--- config.mk ---
export PLATFORM = sky130hd
export DESIGN_NAME = debug_packet_deframer_core
export DESIGN_NICKNAME = d
export VERILOG_FILES = /design/src/hw/rtl/dpd_pkg.sv /design/src/hw/rtl/debug_packet_deframer_core.sv /design/src/hw/rtl/dpd_frame.sv
export SDC_FILE = /design/constraint.sdc
export NUM_CORES = 1
export LEC_CHECK = 0
export BUFFER_PORTS_ARGS = -buffer_cell sky130_fd_sc_hd__buf_2
export CAP_MARGIN = 20
export CORE_MARGIN = 3
export CORE_UTILIZATION = 45
export CTS_CLUSTER_DIAMETER = 60
export CTS_CLUSTER_SIZE = 8
export DETAILED_ROUTE_END_ITERATION = 8
export PLACE_DENSITY_LB_ADDON = 0.15
export SYNTH_ARGS = -nofsm -noshare
export SYNTH_HDL_FRONTEND = slang
export SYNTH_SLANG_ARGS = --single-unit
--- constraint.sdc ---
create_clock -name clk_i -period 3.14 [get_ports clk_i]
set_input_delay 0.471 -clock clk_i [delete_from_list [all_inputs] [get_ports clk_i]]
set_output_delay 0.471 -clock clk_i [all_outputs]
set_load 0.03 [all_outputs]
--- src/hw/rtl/dpd_pkg.sv ---
package dpd_pkg;

  localparam int unsigned BufferDepth = 1024;
  localparam int unsigned FillW = $clog2(BufferDepth);

  localparam logic [7:0] ChDollar  = 8'h24;
  localparam logic [7:0] ChHash    = 8'h23;
  localparam logic [7:0] ChPlus    = 8'h2B;
  localparam logic [7:0] ChMinus   = 8'h2D;
  localparam logic [7:0] ChPercent = 8'h25;
  localparam logic [7:0] ChBreak   = 8'h03;
  localparam logic [7:0] ChNull    = 8'h00;

  typedef enum logic [3:0] {
    EvNone     = 4'd0,
    EvPayload  = 4'd1,
    EvDone     = 4'd2,
    EvOverflow = 4'd3,
    EvAck      = 4'd4,
    EvReplay   = 4'd5,
    EvBreak    = 4'd6,
    EvNotify   = 4'd7,
    EvSkipped  = 4'd8
  } event_kind_e;

  typedef struct packed {
    event_kind_e      kind;
    logic [7:0]       payload_byte;
    logic [FillW-1:0] payload_index;
    logic [FillW-1:0] packet_length;
    logic [7:0]       sum_char_high;
    logic [7:0]       sum_char_low;
  } result_t;

endpackage

--- src/hw/rtl/debug_packet_deframer_core.sv ---
// Packet deframer for the debugger remote serial protocol: one received byte
// goes in per transfer and exactly one event comes out for it, in order.
// The framing logic is combinational and its result goes into the output
// register, so a byte can be taken every cycle while input ready is high;
// a two-entry output buffer keeps input ready high until its skid entry fills.
// Payloads hold at most 1023 bytes; a longer one yields an overflow event.
module debug_packet_deframer_core
  import dpd_pkg::*;
(
  input  logic       clk_i,
  input  logic       rst_ni,
  input  logic       in_valid_i,
  output logic       in_ready_o,
  input  logic [7:0] rx_byte_i,
  output logic       out_valid_o,
  input  logic       out_ready_i,
  output logic [3:0] event_kind_o,
  output logic [7:0] payload_byte_o,
  output logic [9:0] payload_index_o,
  output logic [9:0] packet_length_o,
  output logic [7:0] sum_char_high_o,
  output logic [7:0] sum_char_low_o
);

  logic    in_fire;
  result_t res;
  result_t out_q, skid_q;
  logic    out_valid_q, skid_valid_q;

  assign in_ready_o = !skid_valid_q;
  assign in_fire    = in_valid_i && in_ready_o;

  dpd_frame u_frame (
    .clk_i     (clk_i),
    .rst_ni    (rst_ni),
    .accept_i  (in_fire),
    .rx_byte_i (rx_byte_i),
    .result_o  (res)
  );

  always_ff @(posedge clk_i or negedge rst_ni) begin
    if (!rst_ni) begin
      out_valid_q  <= 1'b0;
      skid_valid_q <= 1'b0;
    end else if (!out_valid_q || out_ready_i) begin
      if (skid_valid_q) begin
        out_valid_q  <= 1'b1;
        skid_valid_q <= 1'b0;
      end else begin
        out_valid_q <= in_fire;
      end
    end else if (in_fire) begin
      skid_valid_q <= 1'b1;
    end
  end

  always_ff @(posedge clk_i) begin
    if (!out_valid_q || out_ready_i) begin
      if (skid_valid_q) begin
        out_q <= skid_q;
      end else if (in_fire) begin
        out_q <= res;
      end
    end else if (in_fire) begin
      skid_q <= res;
    end
  end

  assign out_valid_o     = out_valid_q;
  assign event_kind_o    = out_q.kind;
  assign payload_byte_o  = out_q.payload_byte;
  assign payload_index_o = out_q.payload_index;
  assign packet_length_o = out_q.packet_length;
  assign sum_char_high_o = out_q.sum_char_high;
  assign sum_char_low_o  = out_q.sum_char_low;

  a_skid_behind_out: assert property (@(posedge clk_i) disable iff (!rst_ni)
    skid_valid_q |-> out_valid_q)
    else $error("skid entry without output entry");

  a_payload_fields_clean: assert property (@(posedge clk_i) disable iff (!rst_ni)
    out_valid_o && event_kind_o != EvPayload
      |-> payload_byte_o == 8'd0 && payload_index_o == 10'd0)
    else $error("payload fields set on non-payload event");

endmodule

--- src/hw/rtl/dpd_frame.sv ---
module dpd_frame
  import dpd_pkg::*;
(
  input  logic       clk_i,
  input  logic       rst_ni,
  input  logic       accept_i,
  input  logic [7:0] rx_byte_i,
  output result_t    result_o
);

  localparam logic [1:0] PhIdle    = 2'd0;
  localparam logic [1:0] PhPayload = 2'd1;
  localparam logic [1:0] PhHash    = 2'd2;
  localparam logic [1:0] PhSum1    = 2'd3;

  logic [1:0]       phase_q, phase_d;
  logic [FillW-1:0] fill_q, fill_d;
  logic [7:0]       sum_high_q, sum_high_d;
  logic [7:0]       sum_low_q, sum_low_d;
  result_t          res;

  always_comb begin
    phase_d    = phase_q;
    fill_d     = fill_q;
    sum_high_d = sum_high_q;
    sum_low_d  = sum_low_q;
    res        = '0;
    res.kind   = EvNone;
    unique case (phase_q)
      PhPayload: begin
        if (rx_byte_i == ChHash) begin
          phase_d = PhHash;
        end else if (fill_q < FillW'(BufferDepth - 1)) begin
          res.kind          = EvPayload;
          res.payload_byte  = rx_byte_i;
          res.payload_index = fill_q;
          fill_d            = fill_q + FillW'(1);
        end else begin
          res.kind = EvOverflow;
          fill_d   = '0;
          phase_d  = PhIdle;
        end
      end
      PhHash: begin
        sum_high_d = rx_byte_i;
        phase_d    = PhSum1;
      end
      PhSum1: begin
        sum_low_d         = rx_byte_i;
        phase_d           = PhIdle;
        res.kind          = EvDone;
        res.packet_length = fill_q;
        res.sum_char_high = sum_high_q;
        res.sum_char_low  = rx_byte_i;
      end
      PhIdle: begin
        priority if (rx_byte_i == ChDollar) begin
          fill_d  = '0;
          phase_d = PhPayload;
        end else if (rx_byte_i == ChPercent) begin
          res.kind = EvNotify;
        end else if (rx_byte_i == ChPlus) begin
          res.kind = EvAck;
        end else if (rx_byte_i == ChMinus) begin
          res.kind          = EvReplay;
          res.packet_length = fill_q;
          res.sum_char_high = sum_high_q;
          res.sum_char_low  = sum_low_q;
        end else if (rx_byte_i == ChBreak) begin
          res.kind = EvBreak;
        end else if (rx_byte_i != ChNull) begin
          res.kind = EvSkipped;
        end else begin
          res.kind = EvNone;
        end
      end
      default: phase_d = PhIdle;
    endcase
  end

  always_ff @(posedge clk_i or negedge rst_ni) begin
    if (!rst_ni) begin
      phase_q    <= PhIdle;
      fill_q     <= '0;
      sum_high_q <= '0;
      sum_low_q  <= '0;
    end else if (accept_i) begin
      phase_q    <= phase_d;
      fill_q     <= fill_d;
      sum_high_q <= sum_high_d;
      sum_low_q  <= sum_low_d;
    end
  end

  assign result_o = res;

  a_overflow_to_idle: assert property (@(posedge clk_i) disable iff (!rst_ni)
    accept_i && phase_q == PhPayload && rx_byte_i != ChHash
      && fill_q == FillW'(BufferDepth - 1)
      |=> phase_q == PhIdle && fill_q == '0)
    else $error("overflow did not return between packets");

  a_start_clears: assert property (@(posedge clk_i) disable iff (!rst_ni)
    accept_i && phase_q == PhIdle && rx_byte_i == ChDollar
      |=> phase_q == PhPayload && fill_q == '0)
    else $error("packet start did not enter payload");

endmodule
* Word level (Yosys, flattened, before mapping) *
Cells that the tools add are included.

cells by class
  eq/ne operators = 12
  reduce and logical (&&, ||, !) cells = 15
  multiplexer cells = 29
  magnitude comparators = 1
  add/sub/neg operators = 1
  bitwise operators = 1

operator list
  cell                                                                      number
  26-bit two-way mux                                                        4
  48-bit two-way mux                                                        2
  26-bit case mux with 2 select lines                                       1
  8-bit by 6-bit == test with 1-bit output (second input constant)          5
  18-bit two-way mux                                                        2
  10-bit two-way mux                                                        3
  4-bit two-way mux                                                         6
  22-bit two-way mux                                                        1
  10-bit case mux with 2 select lines                                       1
  4-bit case mux with 3 select lines                                        1
  10-bit by 1-bit adder with 10-bit output (second input constant)          1
  10-bit < comparator (second input constant)                               1
  8-bit by 2-bit == test with 1-bit output (second input constant)          1
  2-bit two-way mux                                                         4
  2-bit case mux with 4 select lines                                        1
  2-bit AND reduction                                                       4
  8-bit nonzero test                                                        1
  2-bit nonzero test                                                        3
  2-bit == test (second input constant)                                     2
  4-bit AND reduction                                                       1
  1-bit two-way mux                                                         3
  3-bit by 2-bit inequality test with 1-bit output (second input constant)  1
  3-bit AND reduction                                                       1
  2-bit by 1-bit == test with 1-bit output (second input constant)          1
  7 further kinds                                                           8

storage, ports and cells
  input bits = 12
  output and inout port bits = 50
  word-level logic and storage cells = 77
  bits in registers = 126

* Logic depth before layout (Yosys ltp) *
Gate-level depths: netlist (run 1).

  word-level depth = 10
  depth in mapped cells = 8

* Hierarchy *
From an unflattened synthesis (run 1), not the netlist that was laid out.

second synthesis, totals
  cell total of the unflattened synthesis = 368
  area total of the unflattened synthesis = 5790.6 sq um

by module, submodules not included
  module                      area each (sq um)  cells an instance  times used
  debug_packet_deframer_core  3797.4             160                1
  dpd_frame                   1993.2             208                1

* Least setup slack after synthesis (run 1) *
Ideal clock, no wire load.

  kind = reg-to-reg
  start point = register skid_valid_q
  end point = register skid_q[0] (netlist name) (enable)
  clock period less this slack = 3.294 ns
  setup slack = -0.154 ns
  stages on the path, launching flop included = 5
  arrival time = 2.840 ns
  data required time = 2.686 ns
  cell sequence = dfrtp_1 buf_2 nor2b_1 inv_1 nor2_1

on the way
  word-level cells in the longest chain between the ends = 3

RTL lines
  element                               line                              text
  start: declaration                    debug_packet_deframer_core.sv:28  logic out_valid_q, skid_valid_q;
  start signal: assignment              debug_packet_deframer_core.sv:44  skid_valid_q <= 1'b0;
  start signal: assignment              debug_packet_deframer_core.sv:48  skid_valid_q <= 1'b0;
  start signal: assignment              debug_packet_deframer_core.sv:53  skid_valid_q <= 1'b1;
  1-bit zero test                       debug_packet_deframer_core.sv:30  assign in_ready_o = !skid_valid_q;
  1-bit logical AND                     debug_packet_deframer_core.sv:31  assign in_fire = in_valid_i && in_ready_o;
  2-bit AND reduction (no source line)  --
  end signal: assignment                debug_packet_deframer_core.sv:65  skid_q <= res;
  end: declaration                      debug_packet_deframer_core.sv:27  result_t out_q, skid_q;

Every way passes these cells.
A chain may end at the register's enable or synchronous reset.

* Worst setup path in the final report (run 1) *
  start point = register u_frame.phase_q[1]
  end point = register u_frame.fill_q[4]

on the way
  word-level cells in the longest chain between the ends = 3
  elaborated cells between the ends (all ways) = 7
  classes of those cells = eq/ne (3); mux (1); reduce/logical (3)

RTL lines
  element                                                                      line             text
  start: declaration                                                           dpd_frame.sv:16  logic [1:0] phase_q, phase_d;
  start signal: assignment                                                     dpd_frame.sv:83  phase_q <= PhIdle;
  start signal: assignment                                                     dpd_frame.sv:88  phase_q <= phase_d;
  2-bit by 1-bit == test with 1-bit output or 2-bit zero test (tied branches)  dpd_frame.sv:29  unique case (phase_q)
  2-bit inequality test (no source line) (tied with other cells)               --
  4-bit AND reduction (no source line)                                         --
  end signal: assignment                                                       dpd_frame.sv:89  fill_q <= fill_d;
  end: declaration                                                             dpd_frame.sv:17  logic [FillW-1:0] fill_q, fill_d;

Parallel ways exist; a longest one is shown, timed or not.

==> results of run 1 <==
==> registers in the layout, indices dropped and copies added, names as in the netlist <==
signal / cells
sum_char_high_o: 8
skid_q: 48
u_frame.sum_low_q: 8
packet_length_o: 10
out_valid_o: 1
skid_valid_q: 1
u_frame.phase_q: 2
event_kind_o: 4
payload_index_o: 10
payload_byte_o: 8
sum_char_low_o: 8
u_frame.fill_q: 10
u_frame.sum_high_q: 8
==> cell usage in the layout, fill, tap and decap left out, drive strengths merged, types with 11 or more instances in the layout <==
cell    Yosys  layout
and3       28      28
inv        11      11
and2       20      20
mux2       23      23
buf        10      66
nor2       20      20
nand2      26      26
edfxtp     96      96
o21ai      13      13
a22o       19      19
clkbuf     18      20
dfrtp      30      30
==> worst max-delay path, delay by kind of cell, from the launching register on <==
kind	cells	cell delay, ps
adders and majority gates	1	380
buffers and inverters	1	90
and+or+nand+nor	1	250
DFF	1	410
AOI/OAI and AO/OA	3	1360
==> area by class of cell <==
type / count / area, sq um / area share [%]
multi-input combinational: 244 / 1749 / 26.61
sequential: 126 / 3633 / 55.28
clock buffer: 20 / 446.7 / 6.796
clock inverter: 12 / 167.7 / 2.551
timing repair buffer: 66 / 355.3 / 5.406
inverter: 11 / 41.29 / 0.6282
tap: 143 / 178.9 / 2.722
==> metrics by stage <==
step | power, uW | area (sq um) | hold slack (ps)
6_report | 5472 | 6573 | 118.5
5_1_grt | 5726 | 6573 | 170.1
4_1_cts | 5495 | 6573 | 139.7
3_5_place_dp | 3441 | 5958 | 497.8
3_3_place_gp | 3411 | 5958 | 464.8
2_1_floorplan | 3107 | 5552 | 175.4
==> per-layer routing <==
metal  vias up  GRT usage [%]
met1      1805          26.39
met3        15          4.113
met4         0          6.957
met5         -              0
li1       1684              -
met2       113          28.06
==> kinds of logic after synthesis <==
logic type	after synthesis	share of synthesized area, %
and+or+nand+nor	127	13.17
DFF	126	65.48
AOI/OAI and AO/OA	86	11.77
muxes	24	4.915
buffers and inverters	39	3.156
xor gates and xnor gates	1	0.1579
adders and majority gates	6	1.353
==> path summary, 6_finish.rpt <==
check | from | end | slack (ps) | depth (start not counted)
max in group asynchronous | rst_ni | u_frame.sum_high_q[6] | 2550 | 1
min in group clk_i | in_valid_i | out_valid_o | 340 | 3
setup / recovery | u_frame.phase_q[1] | u_frame.fill_q[4] | 510 | 6
setup reg to reg | u_frame.phase_q[1] | u_frame.fill_q[4] | 510 | 6
hold reg to reg | u_frame.sum_low_q[3] | u_frame.sum_low_q[3] | 500 | 2
hold / removal | rst_ni | out_valid_o | 120 | 1
==> power groups by stage <==
stage / Combinational, uW / Sequential [uW] / Clock (uW)
floorplan: 679 / 2430 / 0
CTS: 1110 / 2320 / 2070
global route: 1210 / 2360 / 2150
detailed placement: 1100 / 2350 / 0
global placement: 1080 / 2330 / 0
finish: 1100 / 2320 / 2050
==> run metrics, run 1 <==
post-cts sizing count=0; die width=117.0 um; Final Critical Period=roughly 2600 ps; Max Slew Vio Count=0; fillcell total=995; share of layout cells above drive strength 1=27.14%; CTS tree=done; crit start category=flop; Worst EP arrival=roughly 2900 ps; Top Metal Used=met4; vias in the first global route=3575; switching power total=approximately 1600 uW; run status=completed; initial antenna violation count=0; GR Overflow Total=0; Post-CTS Setup Bufs=0; final worst setup slack=roughly 510 ps; core area=11710 sq um; Clock Path Buffers=2; max-cap viol count=0; Hold WC Path Type=in -> async; CTS Buf Count=17; Clock H-tree levels=4; met2 WL post-DR=5355 um; syn avg cell area=13.57 sq um; cell-internal power=3845 uW; CP Cell Sequence=inv_1 > ha_1 > nand4bb_1 > a21oi_1 > a31oi_1 > a221o_1; combinational share of power=between 20 and 25%; routability cong.=0.8465; total die area=13700 sq um; DRC=0; Least-Margin Pin Slew=840.9 ps; sequential power share=between 40% and 50%; DR vias=3617; setup TNS after final layout=0 ps; Yosys reg bits=between 100 and 150; RSZ-0062 raised after global routing=false; CTS sink count=126; Ports=62; metal3 WL=551 um; Total Wirelength=11670 um; Final Hold Fails=0; pre-CTS setup slack=545.0 ps; Synth top area share=51.95%; WL met1=5579 um; Synth async-reset ratio=23.81%; largest net degree at the start of global routing=31; Leakage=0.002676 uW; clock group share of total power=a little under two fifths; dpl hpwl=~7400 um; dominant synthesized flop cell=edfxtp_1; synthesized area=5549 sq um; post-synth top area cell=edfxtp_1; Sw Share=29.73%; clk_lat worst skew=slightly above 400 ps; Die H=117.0 um; maximum clock frequency=between 0.3 and 0.4 GHz; Initial DRT Pass Iterations=5; ANT nets after route=0; fin crit share=83.79%; num rows=39; Synth cell types=54; global-route wire length before repair=roughly 19000 um; top cells by area, synth=edfxtp_1, dfrtp_1, mux2_2, and3_1, a22o_1; Layout area overhead=18.44%; post-synthesis sequential area ratio=65.48%; root buf cell=clkbuf_16; relative slew slack=43.94%; Worst setup EP type=flop; Util after Layout=56.12%; Post-synth EDFFs=between 90 and 100; Initial Utilization=47.38%; Worst path max stage delay=660 ps; Final Setup Violations=0; worst setup path category=reg -> reg; Required @ worst endpoint=3430 ps; non-filler cells, final=622; Max IR drop VDD=0.3312 mV; Net Count, Synth=427; gr usage total=18.54%; IO Port Bufs=61; most common cell in the netlist=edfxtp_1; Yosys warning total=0; Slowest-stage cell, CP=a21oi_1; ANT cells=0; post-DR wirelength/cell=18.77 um; Cells after Synth=409; 1st-iter DRT viols=~270; Via density=5.815; synth cell count leaders=edfxtp_1, dfrtp_1, and3_1; placed cells=roughly 600; crit-path max FO=16; Worst Skew=9.205 ps; CTS clk-pin slew, worst paths=60 ps; fin nets=between 400 and 500; hold buffer count at CTS=0; PwrDens=832.5 nW/um^2
Note: power is estimated with default switching activity, not from simulation.
==> run 2, diff against run 1 <==
Settings changed: ABC_AREA set to 1.
Clock period 3.14 ns to 2.2 ns, I/O delays scaled along.
==> run metrics, run 2 <==
post-synthesis sequential area ratio=59.85% (was 65.48%); dominant synthesized flop cell=edfxtp_1 (unchanged); fin crit share=89.02% (was 83.79%); max reg flops=48 (unchanged); post-DR wirelength/cell=15.18 um (was 18.77 um); Ports=62 (unchanged); IO Port Bufs=61 (unchanged); fillcell total=1175 (was 995); Reg with most FFs=skid_q (unchanged); multiplexer area fraction after synthesis=0% (was 4.915%); routability cong.=0.8595 (was 0.8465); Post-synth EDFFs=96 (unchanged); Worst setup EP type=flop (unchanged); Synth async-reset ratio=23.81% (unchanged); 1st-iter DRT viols=323 (was 271); GR Overflow Total=0 (unchanged); final worst setup slack=241.5 ps (was 509.0 ps); syn avg cell area=9.636 sq um (was 13.57 sq um); Least-Margin Pin Slew=705.8 ps (was 840.9 ps); total die area=14920 sq um (was 13700 sq um); most frequent cells in the layout=nand2_1, edfxtp_1, buf_2 (was edfxtp_1, buf_2, dfrtp_1); Net Count, Synth=648 (was 427); Compound-Gate Fraction of Synth Area=5.214% (was 11.77%); Synth cell types=30 (was 54); synth cell count leaders=nand2_1, edfxtp_1, nand3_1 (was edfxtp_1, dfrtp_1, and3_1); cell area after layout=7231 sq um (was 6573 sq um); Final Critical Period=1959 ps (was 2631 ps); Clock H-tree levels=4 (unchanged); CTS tree=done (unchanged); Clock Path Buffers=2 (unchanged); Hold WC Path Type=in -> reg (was in -> async); maximum clock frequency=0.5106 GHz (was 0.3801 GHz); Final Hold Fails=0 (unchanged); CTS Buf Count=17 (unchanged); Die H=122.2 um (was 117.0 um); crit start category=flop (unchanged); num rows=41 (was 39); Synth top area share=47.49% (was 51.95%); DR vias=4476 (was 3617); Initial DRT Pass Iterations=4 (was 5); DRC=0 (unchanged); Util after Layout=55.93% (was 56.12%); relative slew slack=52.95% (was 43.94%); DP Area=6618 sq um (was 5958 sq um); Max IR drop VDD=0.4918 mV (was 0.3312 mV); synthesized area=6071 sq um (was 5549 sq um); Initial Utilization=46.96% (was 47.38%); Via density=5.063 (was 5.815); top cells by area, synth=edfxtp_1, nand2_1, dfrtp_1, nand4_2, nand3_1 (was edfxtp_1, dfrtp_1, mux2_2, and3_1, a22o_1); core area=12930 sq um (was 11710 sq um); crit-path max FO=11 (was 16); Max Slew Vio Count=0 (unchanged); pre-CTS setup slack=270.0 ps (was 545.0 ps); CTS clk-pin slew, worst paths=60 ps (about the same); Worst EP arrival=2120 ps (was 2920 ps); gr usage total=19.83% (was 18.54%); Total Wirelength=13420 um (was 11670 um); vias in the first global route=4527 (was 3575); Yosys reg bits=126 (unchanged); RSZ-0062 raised after global routing=false (unchanged); Synth Area in Simple Gates=28.46% (was 13.17%); PwrDens=969.4 nW/um^2 (was 832.5 nW/um^2); dpl hpwl=9271 um (was 7422 um); clk_lat worst skew=410 ps (about the same); initial antenna violation count=0 (unchanged); Leakage=0.003325 uW (was 0.002676 uW); share of layout cells above drive strength 1=22.89% (was 27.14%); max-cap viol count=0 (unchanged); post-synth top area cell=edfxtp_1 (unchanged); ANT cells=0 (unchanged); largest net degree at the start of global routing=49 (was 31); most common cell after layout, fill and taps aside=nand2_1 (was edfxtp_1); most common cell in the netlist=nand2_1 (was edfxtp_1); global-route wire length before repair=22580 um (was 19130 um); run status=completed (unchanged); Required @ worst endpoint=2370 ps (was 3430 ps); combinational family with the most area after synthesis=simple AND/OR/NAND/NOR gates (unchanged); Synth Area in XOR/XNOR=0.1443% (was 0.1578%); Post-CTS Setup Bufs=0 (unchanged); Cells after Synth=630 (was 409); worst setup path category=reg -> reg (unchanged); Layout area overhead=19.11% (was 18.44%); CTS sink count=126 (unchanged); ANT nets after route=0 (unchanged); die width=122.2 um (was 117.0 um); setup TNS after final layout=0 ps (unchanged); Final Setup Violations=0 (unchanged); Adder-Cell Fraction of Synth Area=1.237% (was 1.353%); fin nets=717 (was 484); Yosys warning total=0 (unchanged); root buf cell=clkbuf_16 (unchanged); Worst Skew=8.025 ps (was 9.205 ps)
-- run 2: critical path, cell delays in order, from the launching register on --
cell     delay [ps]
dfrtp_1         520
ha_1            300
nand2_1         120
nor2_2          170
nand4_1         120
nand2_2         100
buf_4           180
nor2_1           90
nand2_1          60
nand2_1          50
-- run 2: worst paths after layout --
kind	start	endpoint	slack [ps]	cells past startpoint
max	u_frame.fill_q[0]	payload_index_o[0]	240	9
min	in_valid_i	out_valid_o	180	3
min in group asynchronous	rst_ni	u_frame.sum_low_q[2]	500	2
max reg2reg	u_frame.fill_q[0]	payload_index_o[0]	240	9
max in group asynchronous	rst_ni	u_frame.fill_q[6]	1250	2
min reg2reg	u_frame.sum_low_q[4]	u_frame.sum_low_q[4]	490	2
-- run 2: cells by family (layout without fill, tap and decap cells) --
logic type,after synthesis,in the layout
simple gates,369,369
flops,126,126
buf+inv,69,151
compound gates,59,59
fa+ha+maj,6,6
xor+xnor,1,1
-- run 2: final cells by class --
type	count	area, sq um	area share, %
clock buffers	18	429.2	5.935
clock inverters	14	173.9	2.405
inverters	36	137.6	1.903
multi-input cells	435	2143	29.64
flip-flops and latches	126	3633	50.25
well taps	172	215.2	2.976
repair buffers	83	498.0	6.887
-- run 2: stage by stage --
stage	cells	total power, uW	hold WS, ps
finish	884	7009	184.7
global route	884	7328	213.5
CTS	884	7077	161.7
detailed placement	851	4199	418.0
global placement	851	4184	409.3
floorplan	630	3802	34.41
-- run 2: per-layer routing --
| layer | vias to the layer above | global-route usage, % | share of wire (%) |
|---|---|---|---|
| met5 | - | 0 | 0 |
| met4 | 0 | 7.978 | 2.4 |
| met3 | 19 | 5.060 | 4.5 |
| met2 | 103 | 31.32 | 46 |
| met1 | 2098 | 26.30 | 47 |
| li1 | 2256 | - | - |
-- run 2: repair_timing --
item,in CTS,in global routing
endpoints found under the setup margin,0,0
resized for setup,0,0
hold buffers,1,0
endpoints found under the hold margin,30,0
-- run 2: where the power goes --
part / total (uW) / switching (uW) / internal (uW)
clock network: 2860 / 992 / 1870
registers: 2890 / 107 / 2780
logic: 1260 / 932 / 324
